## src/efsg_pkg.sv

```systemverilog
// Shared types, constants and helpers of the encoder following stepper guard.
package efsg_pkg;

    localparam int POS_BITS   = 24;
    localparam int COUNT_BITS = 32;
    localparam int TIMER_BITS = 20;

    localparam int IN_FIELDS  = 6;
    localparam int IN_BYTES   = (IN_FIELDS + 7) / 8;
    localparam int IN_W       = 8 * IN_BYTES;
    localparam int OUT_FIELDS = 5 + 2 * POS_BITS;
    localparam int OUT_BYTES  = (OUT_FIELDS + 7) / 8;
    localparam int OUT_W      = 8 * OUT_BYTES;

    localparam int CFG_AW = 5;
    localparam int CFG_DW = 32;

    typedef logic [POS_BITS-1:0]   t_pos;
    typedef logic [COUNT_BITS-1:0] t_cnt;
    typedef logic [TIMER_BITS-1:0] t_tmr;
    typedef logic [2:0]            t_mode;
    typedef logic [1:0]            t_phase;
    typedef logic [2:0]            t_reg_idx;

    localparam t_mode M_HCLOSE  = 3'd0;
    localparam t_mode M_WAITH   = 3'd1;
    localparam t_mode M_HOPEN   = 3'd2;
    localparam t_mode M_IDLE    = 3'd3;
    localparam t_mode M_CLOSING = 3'd4;
    localparam t_mode M_OPENING = 3'd5;
    localparam t_mode M_HOLD    = 3'd6;
    localparam t_mode M_SWAIT   = 3'd7;

    localparam t_phase PH_SETTLE = 2'd0;
    localparam t_phase PH_HIGH   = 2'd1;
    localparam t_phase PH_LOW    = 2'd2;

    localparam t_reg_idx R_SETUP_DELAY = 3'd0;
    localparam t_reg_idx R_RUN_DELAY   = 3'd1;
    localparam t_reg_idx R_PULSE_WIDTH = 3'd2;
    localparam t_reg_idx R_CHECK_INT   = 3'd3;
    localparam t_reg_idx R_THRESHOLD   = 3'd4;
    localparam t_reg_idx R_DIR_SETTLE  = 3'd5;
    localparam t_reg_idx R_SW_SETTLE   = 3'd6;

    localparam logic [15:0] RST_SETUP_DELAY = 16'd400;
    localparam logic [15:0] RST_RUN_DELAY   = 16'd150;
    localparam logic [7:0]  RST_PULSE_WIDTH = 8'd10;
    localparam logic [19:0] RST_CHECK_INT   = 20'd10000;
    localparam logic [15:0] RST_THRESHOLD   = 16'd10;
    localparam logic [19:0] RST_DIR_SETTLE  = 20'd10000;
    localparam logic [19:0] RST_SW_SETTLE   = 20'd30000;

    function automatic t_tmr tinc(input t_tmr v);
        tinc = (v != '1) ? v + t_tmr'(1) : v;
    endfunction

endpackage

```

## src/encoder_following_stepper_guard_top.sv

```systemverilog
// Stepper guard controller: encoder decode, homing, interval checks and moves.
//
//  port group   dir   transfer when                   contents
//  s_axis_*     in    s_axis_tvalid & s_axis_tready   one sampled 1 us tick of pin levels
//  m_axis_*     out   m_axis_tvalid & m_axis_tready   step/dir, mode, position, stroke
//  apb (p*)     in    psel & penable & pwrite         register write, 4-byte stride
//
//  One item per clock sustained while the output is not stalled.
//  The input register feeds one pass of next-state logic into the result register.
//  Reset is synchronous, active low; the block accepts items right after it.
//  A stalled result holds the result register; the input register still takes one more.
module encoder_following_stepper_guard_top
    import efsg_pkg::*;
(
    input  logic                 i_clk,
    input  logic                 i_rst_n,
    input  logic                 s_axis_tvalid,
    output logic                 s_axis_tready,
    // [0] closed_sensor [1] opened_sensor [2] handle_sensor [3] setup_switch
    // [4] enc_a [5] enc_b
    input  logic [IN_W-1:0]      s_axis_tdata,
    output logic                 m_axis_tvalid,
    input  logic                 m_axis_tready,
    // [0] step_out [1] dir_out [4:2] mode [28:5] position [52:29] stroke_length
    output logic [OUT_W-1:0]     m_axis_tdata,
    input  logic                 psel,
    input  logic                 penable,
    input  logic                 pwrite,
    input  logic [CFG_AW-1:0]    paddr,
    input  logic [CFG_DW-1:0]    pwdata,
    output logic [CFG_DW-1:0]    prdata,
    output logic                 pready
);

    logic [15:0]  r_setup_delay;
    logic [15:0]  r_run_delay;
    logic [7:0]   r_pulse_width;
    logic [19:0]  r_check_int;
    logic [15:0]  r_threshold;
    logic [19:0]  r_dir_settle;
    logic [19:0]  r_sw_settle;

    logic                   r_in_valid;
    logic [IN_FIELDS-1:0]   r_in;
    logic                   r_out_valid;
    logic [OUT_W-1:0]       r_out;

    t_mode   r_mode,  n_mode;
    t_cnt    r_cnt,   n_cnt;
    t_cnt    r_snap,  n_snap;
    logic [1:0] r_last_ab, n_last_ab;
    t_tmr    r_itimer, n_itimer;
    t_tmr    r_stimer, n_stimer;
    t_phase  r_phase, n_phase;
    t_pos    r_pos,   n_pos;
    t_pos    r_stroke, n_stroke;
    t_pos    r_scnt,  n_scnt;
    logic    n_step;
    logic    n_dir;

    logic       advance;
    logic       cfg_wr;
    t_reg_idx   cfg_idx;

    assign pready  = 1'b1;
    assign cfg_wr  = psel & penable & pwrite;
    assign cfg_idx = paddr[CFG_AW-1:2];

    always_comb begin
        unique case (cfg_idx)
            R_SETUP_DELAY: prdata = CFG_DW'(r_setup_delay);
            R_RUN_DELAY:   prdata = CFG_DW'(r_run_delay);
            R_PULSE_WIDTH: prdata = CFG_DW'(r_pulse_width);
            R_CHECK_INT:   prdata = CFG_DW'(r_check_int);
            R_THRESHOLD:   prdata = CFG_DW'(r_threshold);
            R_DIR_SETTLE:  prdata = CFG_DW'(r_dir_settle);
            R_SW_SETTLE:   prdata = CFG_DW'(r_sw_settle);
            default:       prdata = '0;
        endcase
    end

    always_ff @(posedge i_clk) begin
        if (!i_rst_n) begin
            r_setup_delay <= RST_SETUP_DELAY;
            r_run_delay   <= RST_RUN_DELAY;
            r_pulse_width <= RST_PULSE_WIDTH;
            r_check_int   <= RST_CHECK_INT;
            r_threshold   <= RST_THRESHOLD;
            r_dir_settle  <= RST_DIR_SETTLE;
            r_sw_settle   <= RST_SW_SETTLE;
        end else if (cfg_wr) begin
            unique case (cfg_idx)
                R_SETUP_DELAY: r_setup_delay <= pwdata[15:0];
                R_RUN_DELAY:   r_run_delay   <= pwdata[15:0];
                R_PULSE_WIDTH: r_pulse_width <= pwdata[7:0];
                R_CHECK_INT:   r_check_int   <= pwdata[19:0];
                R_THRESHOLD:   r_threshold   <= pwdata[15:0];
                R_DIR_SETTLE:  r_dir_settle  <= pwdata[19:0];
                R_SW_SETTLE:   r_sw_settle   <= pwdata[19:0];
                default: ;
            endcase
        end
    end

    assign advance       = r_in_valid & (~r_out_valid | m_axis_tready);
    assign s_axis_tready = ~r_in_valid | advance;
    assign m_axis_tvalid = r_out_valid;
    assign m_axis_tdata  = r_out;

    always_comb begin
        logic closed_s, opened_s, handle, sw, enc_a, enc_b, sensor;
        logic [1:0] chg;
        t_tmr t, delay;
        t_cnt d;
        t_pos p;
        logic more, moved, done;

        closed_s = r_in[0];
        opened_s = r_in[1];
        handle   = r_in[2];
        sw       = r_in[3];
        enc_a    = r_in[4];
        enc_b    = r_in[5];
        sensor   = 1'b1;
        t        = '0;
        delay    = '0;
        d        = '0;
        p        = r_pos;
        more     = 1'b0;
        moved    = 1'b0;
        done     = 1'b0;

        n_mode   = r_mode;
        n_cnt    = r_cnt;
        n_snap   = r_snap;
        n_itimer = r_itimer;
        n_stimer = r_stimer;
        n_phase  = r_phase;
        n_pos    = r_pos;
        n_stroke = r_stroke;
        n_scnt   = r_scnt;

        // quadrature decode, simultaneous change of both ignored
        n_last_ab = {enc_a, enc_b};
        chg       = n_last_ab ^ r_last_ab;
        if (chg == 2'b10) begin
            n_cnt = (enc_a == enc_b) ? r_cnt + t_cnt'(1) : r_cnt - t_cnt'(1);
        end else if (chg == 2'b01) begin
            n_cnt = (enc_a != enc_b) ? r_cnt + t_cnt'(1) : r_cnt - t_cnt'(1);
        end

        unique case (r_mode)
            M_HCLOSE, M_HOPEN: begin
                sensor   = (r_mode == M_HCLOSE) ? closed_s : opened_s;
                t        = tinc(r_stimer);
                n_stimer = t;
                if (r_phase == PH_HIGH) begin
                    if (t >= t_tmr'(r_pulse_width)) begin
                        n_phase  = PH_LOW;
                        n_stimer = '0;
                        if (r_mode == M_HOPEN && r_scnt != '1) begin
                            n_scnt = r_scnt + t_pos'(1);
                        end
                    end
                end else begin
                    n_phase = PH_LOW;
                    if (!sensor) begin
                        done = 1'b1;
                    end else if (t >= t_tmr'(r_setup_delay)) begin
                        n_phase  = PH_HIGH;
                        n_stimer = '0;
                    end
                end
                if (done) begin
                    if (r_mode == M_HCLOSE) begin
                        n_mode = M_WAITH;
                    end else begin
                        n_stroke = r_scnt;
                        n_pos    = '0;
                        n_mode   = M_IDLE;
                        n_snap   = n_cnt;
                        n_itimer = '0;
                        n_phase  = PH_SETTLE;
                        n_stimer = '0;
                    end
                end
            end
            M_WAITH: begin
                n_stimer = tinc(r_stimer);
                if (!handle) begin
                    n_mode = M_HOPEN;
                    n_scnt = '0;
                end
            end
            M_IDLE: begin
                if (sw) begin
                    n_mode   = M_SWAIT;
                    n_stimer = '0;
                end else begin
                    n_itimer = tinc(r_itimer);
                    if (n_itimer >= t_tmr'(r_check_int)) begin
                        d = n_cnt - r_snap;
                        if (!d[COUNT_BITS-1]) begin
                            if (d > t_cnt'(r_threshold)) begin
                                n_mode = M_CLOSING;
                                moved  = 1'b1;
                            end
                        end else if ((t_cnt'(0) - d) > t_cnt'(r_threshold)) begin
                            n_mode = M_OPENING;
                            moved  = 1'b1;
                        end
                        if (moved) begin
                            n_phase  = PH_SETTLE;
                            n_stimer = '0;
                        end else begin
                            n_snap   = n_cnt;
                            n_itimer = '0;
                        end
                    end
                    if (!moved && handle) begin
                        n_mode   = M_HOLD;
                        n_phase  = PH_SETTLE;
                        n_stimer = '0;
                    end
                end
            end
            M_CLOSING, M_OPENING, M_HOLD: begin
                delay    = (r_mode == M_HOLD) ? t_tmr'(r_setup_delay) : t_tmr'(r_run_delay);
                t        = tinc(r_stimer);
                n_stimer = t;
                unique case (r_phase)
                    PH_HIGH: begin
                        if (t >= t_tmr'(r_pulse_width)) begin
                            n_phase  = PH_LOW;
                            n_stimer = '0;
                        end
                    end
                    PH_LOW: begin
                        if (t >= delay) begin
                            p     = (r_mode == M_OPENING) ? r_pos - t_pos'(1)
                                                          : r_pos + t_pos'(1);
                            n_pos = p;
                            done  = 1'b1;
                        end
                    end
                    default: begin
                        if (t >= t_tmr'(r_dir_settle)) begin
                            done = 1'b1;
                        end
                    end
                endcase
                if (done) begin
                    more = (r_mode == M_OPENING) ? (p != '0) : (p < r_stroke);
                    if (more) begin
                        n_phase  = PH_HIGH;
                        n_stimer = '0;
                    end else if (r_mode != M_HOLD) begin
                        n_mode   = M_IDLE;
                        n_snap   = n_cnt;
                        n_itimer = '0;
                        n_phase  = PH_SETTLE;
                        n_stimer = '0;
                    end else if (!handle) begin
                        n_mode   = M_HCLOSE;
                        n_phase  = PH_LOW;
                        n_stimer = '0;
                    end else begin
                        n_phase  = PH_SETTLE;
                        n_stimer = '0;
                    end
                end
            end
            default: begin
                n_stimer = sw ? '0 : tinc(r_stimer);
                if (!sw && n_stimer >= t_tmr'(r_sw_settle)) begin
                    n_mode   = M_HCLOSE;
                    n_phase  = PH_LOW;
                    n_stimer = '0;
                end
            end
        endcase

        n_step = (n_phase == PH_HIGH) && (n_mode != M_IDLE) && (n_mode != M_WAITH)
                 && (n_mode != M_SWAIT);
        n_dir  = (n_mode == M_HOPEN) || (n_mode == M_OPENING);
    end

    always_ff @(posedge i_clk) begin
        if (!i_rst_n) begin
            r_in_valid  <= 1'b0;
            r_out_valid <= 1'b0;
            r_mode      <= M_HCLOSE;
            r_cnt       <= '0;
            r_snap      <= '0;
            r_last_ab   <= '0;
            r_itimer    <= '0;
            r_stimer    <= '0;
            r_phase     <= PH_SETTLE;
            r_pos       <= '0;
            r_stroke    <= '0;
            r_scnt      <= '0;
        end else begin
            if (s_axis_tready) begin
                r_in_valid <= s_axis_tvalid;
            end
            if (advance) begin
                r_out_valid <= 1'b1;
                r_mode      <= n_mode;
                r_cnt       <= n_cnt;
                r_snap      <= n_snap;
                r_last_ab   <= n_last_ab;
                r_itimer    <= n_itimer;
                r_stimer    <= n_stimer;
                r_phase     <= n_phase;
                r_pos       <= n_pos;
                r_stroke    <= n_stroke;
                r_scnt      <= n_scnt;
            end else if (m_axis_tready) begin
                r_out_valid <= 1'b0;
            end
        end
    end

    always_ff @(posedge i_clk) begin
        if (s_axis_tready && s_axis_tvalid) begin
            r_in <= s_axis_tdata[IN_FIELDS-1:0];
        end
        if (advance) begin
            r_out <= OUT_W'({n_stroke, n_pos, n_mode, n_dir, n_step});
        end
    end

endmodule

```

## config.mk

```make
export PLATFORM = sky130hd
export DESIGN_NAME = encoder_following_stepper_guard_top
export DESIGN_NICKNAME = d
export VERILOG_FILES = /design/src/efsg_pkg.sv /design/src/encoder_following_stepper_guard_top.sv
export SDC_FILE = /design/constraint.sdc
export NUM_CORES = 1
export LEC_CHECK = 0
export BUFFER_PORTS_ARGS = -buffer_cell sky130_fd_sc_hd__buf_4
export CAP_MARGIN = 20
export CORE_MARGIN = 5
export CORE_UTILIZATION = 26
export CTS_CLUSTER_DIAMETER = 30
export DETAILED_ROUTE_END_ITERATION = 16
export GPL_TIMING_DRIVEN = 0
export PLACE_DENSITY_LB_ADDON = 0.08
export SLEW_MARGIN = 20
export SYNTH_ARGS = -nofsm -noshare
export SYNTH_HDL_FRONTEND = slang
export SYNTH_SLANG_ARGS = --single-unit
```

## constraint.sdc

```tcl
create_clock -name i_clk -period 6.95 [get_ports i_clk]
set_input_delay 1.39 -clock i_clk [delete_from_list [all_inputs] [get_ports i_clk]]
set_output_delay 1.39 -clock i_clk [all_outputs]
set_load 0.03 [all_outputs]
```

; Word level (Yosys, flattened, before mapping)
; Cells that the tools add are included.
; W data, S select, Z words.
[op_classes]
add_sub_neg = 9
eq_ne = 42
n_lt_le_gt_ge = 9
bitwise_logic = 8
muxes = 108
reduce_logical = 29
[op_table]
columns = op, n
row1 = $mux W20, 24
row2 = $mux W32, 12
row3 = $mux W24, 13
row4 = $pmux W20 S7, 1
row5 = $pmux W24 S2, 2
row6 = $pmux W32 S3, 1
row7 = $pmux W20 S4, 1
row8 = $gt A32 B16 Y1, 2
row9 = $ge A20 B20 Y1, 3
row10 = $pmux W20 S3, 1
row11 = $add A24 B1 Y24 const B, 2
row12 = $add A20 B1 Y20 const B, 2
row13 = $ge A20 B16 Y1, 2
row14 = $ne A20 B20 Y1 const B, 2
row15 = $mux W3, 13
row16 = $mux W2, 17
row17 = $add A32 B1 Y32 const B, 1
row18 = $sub A1 B32 Y32 const A, 1
row19 = $sub A32 B1 Y32 const B, 1
row20 = $sub A32 B32 Y32, 1
row21 = $lt A24 B24 Y1, 1
row22 = $ne A2 B2 Y1 const B, 12
row23 = $ne A24 B24 Y1 const B, 1
row24 = $reduce_bool A24 Y1, 1
row25 = other kinds (35), 88
[totals]
reg_bits = 360
word_cells = 226

; Logic depth before layout (Yosys ltp)
; Gate-level depths: netlist of run 1.
[logic_depth]
ltp_word = 24
mapped_depth = 33
ltp_nobuf = 29

; Least setup slack after synthesis of run 1
; No wires, ideal clock.
[synth_timing]
path_type = register to register
start = register r_stimer[4]
end = register r_itimer[7]
setup_slack_ns = 0.302
required_ns = 6.835
arrival_ns = 6.534
n_path_buf = 4
setup_ns = 0.115
stages_incl_launch_ff = 31
path_cell_list = dfxtp_1 nand4_1 or3_1 o211ai_1 xor2_1 inv_1 ha_1 a21o_1 a21o_1 a211o_1 o41ai_4 and2_1 buf_2 buf_1 nor2_1 nor2_1 ha_1 a21o_1 a21o_1 a21o_1 a2111oi_0 a211oi_1 nor4_1 or4_1 nor2_1 o311ai_2 clkbuf_1 buf_2 nor2_1 o2bb2ai_1 nand2_1
[synth_between]
elab_chain_cells = 10
[synth_rtl]
columns = item, line
row1 = start: declaration, encoder_following_stepper_guard_top.sv:53  ; t_tmr r_stimer, n_stimer;
row2 = start signal: assignment, encoder_following_stepper_guard_top.sv:313  ; r_stimer <= n_stimer;
row3 = $add A20 B1 Y20 or $ne A20 B20 Y1 (tied branches), efsg_pkg.sv:55  ; tinc = (v != '1) ? v + t_tmr'(1) : v;
row4 = $mux W20 *, efsg_pkg.sv:55
row5 = $ge A20 B16 Y1, encoder_following_stepper_guard_top.sv:239  ; if (t >= delay) begin
row6 = $mux W24, encoder_following_stepper_guard_top.sv:239
row7 = $mux W24, encoder_following_stepper_guard_top.sv:231  ; unique case (r_phase)
row8 = $mux W24, encoder_following_stepper_guard_top.sv:152  ; unique case (r_mode)
row9 = $lt A24 B24 Y1 or $reduce_bool A24 Y1 (tied branches), encoder_following_stepper_guard_top.sv:253  ; more = (r_mode == M_OPENING) ? (p != '0) : (p < r_stroke);
row10 = $mux W1, encoder_following_stepper_guard_top.sv:253
row11 = $ne A2 B2 Y1 (no line), n/a
row12 = $reduce_and A8 Y1 (no line) *, n/a
row13 = end signal: assignment, encoder_following_stepper_guard_top.sv:312  ; r_itimer <= n_itimer;
row14 = end: declaration, encoder_following_stepper_guard_top.sv:52  ; t_tmr r_itimer, n_itimer;
; Mark *: on every way between the ends. The rest lies on a longest branch, timed or not. The select of a mux whose other input is x is not followed.
; A chain may end at the register's enable or synchronous reset.

; Final worst setup path of run 1
[layout_timing]
start = register r_in[5]
end = register r_out[0] (netlist: m_axis_tdata[0]) (data pin)
[layout_between]
elab_chain_cells = 24
[layout_rtl]
columns = item, line
row1 = start: declaration, encoder_following_stepper_guard_top.sv:44  ; logic [IN_FIELDS-1:0] r_in;
row2 = start signal: assignment, encoder_following_stepper_guard_top.sv:326  ; r_in <= s_axis_tdata[IN_FIELDS-1:0];
row3 = $xor A2 B2 Y2 or $ne A1 B1 Y1 (tied branches), "encoder_following_stepper_guard_top.sv:145, encoder_following_stepper_guard_top.sv:149"
row4 = $eq A2 B1 Y1 or $mux W32 (tied branches), "encoder_following_stepper_guard_top.sv:148, encoder_following_stepper_guard_top.sv:149"
row5 = $mux W32, encoder_following_stepper_guard_top.sv:148  ; end else if (chg == 2'b01) begin
row6 = $mux W32 *, encoder_following_stepper_guard_top.sv:146  ; if (chg == 2'b10) begin
row7 = net n_cnt[8], encoder_following_stepper_guard_top.sv:49  ; t_cnt r_cnt, n_cnt;
row8 = $sub A32 B32 Y32 *, encoder_following_stepper_guard_top.sv:202  ; d = n_cnt - r_snap;
row9 = $sub A1 B32 Y32, encoder_following_stepper_guard_top.sv:208  ; end else if ((t_cnt'(0) - d) > t_cnt'(r_threshold)) begin
row10 = $gt A32 B16 Y1, encoder_following_stepper_guard_top.sv:208
row11 = [9 not listed], n/a
row12 = $logic_and A1 B1 Y1, encoder_following_stepper_guard_top.sv:220  ; if (!moved && handle) begin
row13 = $mux W3 or $mux W2 (tied branches), encoder_following_stepper_guard_top.sv:220
row14 = $mux W3 or $mux W2 (tied branches), encoder_following_stepper_guard_top.sv:196  ; if (sw) begin
row15 = $pmux W3 S4 or $pmux W2 S4 (tied branches), encoder_following_stepper_guard_top.sv:152
row16 = $ne A3 B2 Y1 or $eq A2 B1 Y1 (tied branches), encoder_following_stepper_guard_top.sv:283  ; n_step = (n_phase == PH_HIGH) && (n_mode != M_IDLE) && (n_mode != M_WAITH)
row17 = $logic_and A1 B1 Y1 (2 in a row), encoder_following_stepper_guard_top.sv:283
row18 = $logic_and A1 B1 Y1 *, encoder_following_stepper_guard_top.sv:284  ; && (n_mode != M_SWAIT);
row19 = net n_step, encoder_following_stepper_guard_top.sv:58  ; logic n_step;
row20 = end signal: assignment, encoder_following_stepper_guard_top.sv:329  ; r_out <= OUT_W'({n_stroke, n_pos, n_mode, n_dir, n_step});
row21 = end: declaration, encoder_following_stepper_guard_top.sv:46  ; logic [OUT_W-1:0] r_out;
; The timed path passes the listed nets; every way through them passes the cells marked *. The select of a mux whose other input is x is not followed.

==> results of run 1 <==
logic make-up after synthesis:
group	synth area share
other	0.0002879
DFF	0.2989
and+or+nand+nor	0.2370
buffers and inverters	0.06322
adders and majority gates	0.1047
muxes	0.03410
xor gates and xnor gates	0.04533
AOI/OAI and AO/OA	0.2165
what timing repair did:
action                                  in CTS  in global routing
cloned                                       0                  2
gates resized for setup                    216                118
endpoints found under the setup margin      82                 82
pin swaps                                   55                 73
buffers inserted                            86                 67
sequential cells by signal, indices dropped and copies added (netlist names):
name           count
m_axis_tdata      53
m_axis_tvalid      1
r_check_int       20
r_cnt             32
r_dir_settle      20
r_in               6
r_in_valid         1
r_itimer          20
r_last_ab          2
r_mode             3
r_phase            2
r_pos             24
r_pulse_width      8
r_run_delay       16
r_scnt            24
r_setup_delay     16
r_snap            32
r_stimer          20
r_stroke          24
r_sw_settle       20
r_threshold       16
area by class of cell:
cell class | count | share of cell area
inverter | 213 | 0.02277
tap | 1298 | 0.04574
clock buffer | 163 | 0.09258
multi-input combinational | 2650 | 0.5098
timing repair buffer | 269 | 0.06065
sequential | 360 | 0.2213
buffer | 180 | 0.02516
clock inverter | 52 | 0.02192
antenna | 1 | 0.00007048
cells in the mapped netlist (7+ instances only):
master	count	area, um^2
a211o_1	12	105.1
a211oi_1	62	465.5
a21boi_0	8	60.06
a21o_1	63	473.0
a21oi_1	299	1496
a221oi_1	14	122.6
a22oi_1	15	112.6
a31o_2	7	61.31
a31oi_1	14	87.58
and2_1	20	125.1
and3_1	33	206.5
and4_1	12	105.1
buf_1	18	67.56
buf_2	10	50.05
buf_4	17	127.6
clkbuf_1	149	559.3
dfxtp_1	301	6026
edfxtp_1	59	1772
ha_1	215	2690
inv_1	209	784.5
mux2_2	7	78.83
mux2i_1	66	660.6
nand2_1	569	2136
nand2b_1	19	118.9
nand3_1	131	655.6
nand3b_1	9	67.56
nand4_1	53	331.6
nor2_1	277	1040
nor2b_1	24	150.1
nor3_1	76	380.4
nor4_1	31	193.9
o2111ai_1	20	175.2
o211ai_1	40	300.3
o21a_1	28	210.2
o21ai_0	146	730.7
o221ai_1	9	78.83
o22ai_1	15	93.84
o2bb2ai_1	11	96.34
o31a_1	8	70.07
o31ai_1	12	90.09
or2_2	9	56.30
or3_1	41	256.5
or4_1	8	60.06
xnor2_1	63	551.8
xor2_1	72	630.6
worst max-delay path, delay by kind of cell (launching register included):
kind / cells / cell delay, ns
DFF: 1 / 0.53
and+or+nand+nor: 10 / 1.83
adders and majority gates: 2 / 0.59
xor gates and xnor gates: 1 / 0.26
buffers and inverters: 5 / 0.73
AOI/OAI and AO/OA: 12 / 2.79
routing by layer:
| layer | vias up | track usage | part of all wire |
|---|---|---|---|
| met3 | 159 | 0.03034 | 0.044 |
| met4 | 0 | 0.05531 | 0.027 |
| li1 | 12941 | - | - |
| met1 | 12531 | 0.2825 | 0.48 |
| met5 | - | 0 | 0 |
| met2 | 624 | 0.3187 | 0.45 |
path summary, 6_finish.rpt:
kind	from	slack, ns	end
setup reg to reg	r_in[5]	-0.03	m_axis_tdata[0]
hold reg to reg	r_snap[11]	0.45	r_snap[11]
hold / removal	r_snap[11]	0.45	r_snap[11]
setup / recovery	r_in[5]	-0.03	m_axis_tdata[0]
power breakdown:
| part | total, mW | internal [mW] | switching (mW) |
|---|---|---|---|
| clock | 5.33 | 3.72 | 1.61 |
| combinational | 2.79 | 1.09 | 1.71 |
| sequential | 2.23 | 2.18 | 0.0493 |
through the flow:
stage | instances | util
2_1_floorplan | 3421 | -
3_3_place_gp | 4827 | 0.2861
3_5_place_dp | 4833 | 0.2876
4_1_cts | 5124 | 0.3452
5_1_grt | 5185 | 0.3555
6_report | 5186 | 0.3555
==> run summary, run 1 <==
distinct cell type count after synthesis -> 103
DR vias -> 26255
Worst-Margin Slew -> 1.051 ns
Hold Path Depth -> 2
Mean Syn Cell Area -> 7.657 um^2
post-DP HPWL -> 85710 um
Post-route DRC -> 0
WL per Instance -> 21.47 um
main flop type after synthesis -> dfxtp_1
worst vdd ir -> 0.2167 mV
register area share after synthesis -> 0.2989
placed cell areas -> 0.02872 mm^2
Yosys reg bits -> 360
pre-CTS setup slack -> -2.785 ns
Layout Nets -> 4056
Die Height -> 326.8 um
clock latency on the worst-skew pair -> 0.72 ns
CP Class -> flip-flop to flip-flop
Tot Pwr -> 10.36 mW
clk slew on worst S/H paths -> 0.05 ns
initial antenna violation count -> 3
vias in the first global route -> 25199
Max-Cap Viols -> 0
grt total ovfl -> 0
maximum fanout along the worst path -> 7
Slew HR -> 0.2991
Via density -> 5.063
cts-stage hold buffer count -> 0
Fin. Hold Viols -> 0
DRT Wirelength -> 111300 um
router iterations before antenna repair -> 5
die width -> 326.8 um
number of clock sinks -> 360
failing checks -> setup timing
CTS Buffer Depth -> 3
# fillers -> 10531
length in cells of the worst reg-to-reg path -> 30
floorplan row count -> 116
IO Pins -> 143
Core Area -> 0.09986 mm^2
Reg area -> 0.007856 mm^2
most frequent cells in the layout -> nand2_1 (563), a21oi_1 (287), dfxtp_1 (276)
CTS Root Cell -> clkbuf_16
Hold Path Class -> flip-flop to flip-flop
slowest CP cell -> edfxtp_1
worst setup margin -> -0.02626 ns
critical path's largest stage delay -> 0.53 ns
Netlist Area Pre-Place -> 0.02609 mm^2
Design Area, Final -> 0.03550 mm^2
Final ANT Viol Nets -> 0
Setup crit end kind -> flip-flop
die area -> 0.1068 mm^2
first-pass GRT wire length -> 164000 um
cells after synthesis -> 3407
Iter 0 DRT Violations -> 1772
crit path time final -> 6.976 ns
RePlAce Congestion -> 0.8910
CTS Buf Count -> 113
RSZ-0062 raised after global routing -> yes
commonest non-fill, non-tap cell in the layout -> nand2_1
clk_skew -> 0.08820 ns
Max Slew Vio Count -> 0
Post-synth ARST share -> 0
layout cells sized above 1 -> 0.1958
Setup violations, final -> 1
Final period util -> 1.004
area of the multi-input gates -> 0.01810 mm^2
Max Fclk -> 143.3 MHz
largest net degree at the start of global routing -> 29
number of flops mapped to enable cells by yosys -> 59
P&R area growth vs syn -> 36.10%
WHS -> 0.4511 ns
CTS H-tree depth -> 3
CTS tree -> yes
CP required -> 7.40 ns
pwr dens -> 291.8 mW/mm^2
synth warn -> 0
sum of negative setup slack -> -0.02626 ns
Port Buffer Count -> 108
starting density of the core -> 0.2612
gr usage total -> 0.2002
Leak -> 14.09 nW
crit path DAT -> 7.43 ns
crit path launch type -> flip-flop
status -> complete, but fails checks
(Power assumes the default switching activity.)
==> run 2, diff against run 1 <==
- PLACE_DENSITY: unset -> 0.45
- PLACE_DENSITY_LB_ADDON: 0.08 -> unset
- REMOVE_ABC_BUFFERS: unset -> 1
==> run 2 against run 1 <==
Compared with the run above:
- the flow now finishes without violations
- setup slack better by 0.063 ns
- total power is 2.4% lower
- clock power hardly changed
- clock skew is 0.017 ns lower
- critical endpoint unchanged
- largest power group unchanged
- highest routed layer is now met5
==> run summary, run 2 (synthesis gave the netlist of run 1 again) <==
IO Pins -> 143
Setup crit end kind -> flip-flop
Post-route DRC -> 0
# fillers -> 10409
Final ANT Viol Nets -> 0
Layout Nets -> 3874
Max Fclk -> 144.7 MHz
DRT Wirelength -> 94700 um
Max Slew Vio Count -> 0
gr usage total -> 0.1687
CTS tree -> yes
Setup violations, final -> 0
floorplan row count -> 116
die area -> 0.1068 mm^2
RePlAce Congestion -> 0.8291
P&R area growth vs syn -> 32.50%
CTS Buffer Depth -> 3
cts-stage hold buffer count -> 0
RSZ-0062 raised after global routing -> yes
Tot Pwr -> 10.11 mW
largest net degree at the start of global routing -> 108
number of clock sinks -> 360
post-DP HPWL -> 67300 um
placed insts -> 4674
starting density of the core -> 0.2612
slowest CP cell -> a2111oi_4
router iterations before antenna repair -> 6
critical path's largest stage delay -> 0.55 ns
crit path DAT -> 7.32 ns
CTS Root Cell -> clkbuf_16
layout cells sized above 1 -> 0.1930
Slew HR -> 0.2529
initial antenna violation count -> 1
Core Area -> 0.09986 mm^2
crit path launch type -> flip-flop
Iter 0 DRT Violations -> 1864
Reg area -> 0.007836 mm^2
first-pass GRT wire length -> 144500 um
commonest non-fill, non-tap cell in the layout -> nand2_1
maximum fanout along the worst path -> 7
clock latency on the worst-skew pair -> 0.71 ns
Layout Cells excl Fill -> 4997
Port Buffer Count -> 110
Via density -> 5.071
vias in the first global route -> 24172
Max-Cap Viols -> 0
CP Class -> flip-flop to flip-flop
crit path time final -> 6.913 ns
area of the multi-input gates -> 0.01796 mm^2
CTS H-tree depth -> 3
CP required -> 7.35 ns
Die Height -> 326.8 um
Final period util -> 0.9947
die width -> 326.8 um
max FFs per register -> 53
worst vdd ir -> 0.2054 mV
Fin. Hold Viols -> 0
pwr dens -> 292.6 mW/mm^2
CTS Buf Count -> 106
WL per Instance -> 18.95 um
clk slew on worst S/H paths -> 0.04 ns
status -> finished, final reports clean
clk_skew -> 0.07126 ns
antenna cells -> 0
most frequent cells in the layout -> nand2_1 (562), a21oi_1 (285), dfxtp_1 (278)
DR vias -> 25341
Worst-Margin Slew -> 1.117 ns
grt total ovfl -> 0
Leak -> 13.64 nW
Hold Path Class -> flip-flop to flip-flop
[run 2: changes by cell type in the layout (fill, tap and decap cells not counted), sizes merged]
cell / change
clkbuf: -162
buf: -48
bufinv: +11
clkinvlp: +10
inv: -6
clkinv: +3
nand2: +2
a21bo: +1
and2: +1
diode: -1
[run 2: layout make-up]
type | instances | share of cell area
Clock inverter | 70 | 0.03178
Inverter | 213 | 0.02375
Tap cell | 1298 | 0.04699
Clock buffer | 132 | 0.08424
Timing Repair Buffer | 270 | 0.06701
Sequential cell | 360 | 0.2267
Multi-Input combinational cell | 2654 | 0.5195
[run 2: path summary, 6_finish.rpt]
kind / from / to / slack, ns / cells after the start
setup / recovery: r_stimer[1] / m_axis_tdata[0] / 0.04 / 30
hold / removal: r_snap[23] / r_snap[23] / 0.45 / 2
setup reg to reg: r_stimer[1] / m_axis_tdata[0] / 0.04 / 30
hold reg to reg: r_snap[23] / r_snap[23] / 0.45 / 2
[run 2: worst max-delay path, delay by kind of cell, from the launching register on]
kind / cells / cell delay [ns]
AO/OA/AOI/OAI: 13 / 2.94
AND/OR/NAND/NOR: 10 / 1.87
adder cells (fa/ha/maj): 3 / 0.74
buffers and inverters: 3 / 0.47
flip-flops: 1 / 0.37
XOR/XNOR: 1 / 0.20
[run 2: what timing repair did]
item	4_1_cts	5_1_grt
resized for setup	132	128
pin swaps	35	56
cloned	2	5
endpoints found under the setup margin	82	82
buffers inserted	51	63
[run 2: metal layers]
metal,wire (um),global-route usage,share of wire
met1,45200,0.2349,0.48
met2,43020,0.2695,0.45
met3,4014,0.02640,0.042
met4,2453,0.05138,0.026
met5,11,0,0.00012
[run 2: stage by stage]
step / TNS [ns] / setup WS [ns] / hold slack [ns] / cell area, um^2 / util
after global routing: -1.220 / -0.2773 / 0.4689 / 34560 / 0.3461
after CTS: -1.122 / -0.1163 / 0.4541 / 33410 / 0.3346
after global placement: -830.46 / -5.706 / 0.4430 / 27740 / 0.2778
after floorplan: -40.34 / -0.9950 / 0.4347 / 25290 / -
after detailed placement: -159.61 / -2.745 / 0.4480 / 28310 / 0.2836
final: 0 / 0.03698 / 0.4533 / 34560 / 0.3461
[run 2: power breakdown]
part / switching, mW / leakage [nW] / internal (mW)
registers: 0.0549 / 3.02 / 2.18
logic: 1.52 / 8.69 / 0.998
clock network: 1.55 / 1.93 / 3.81
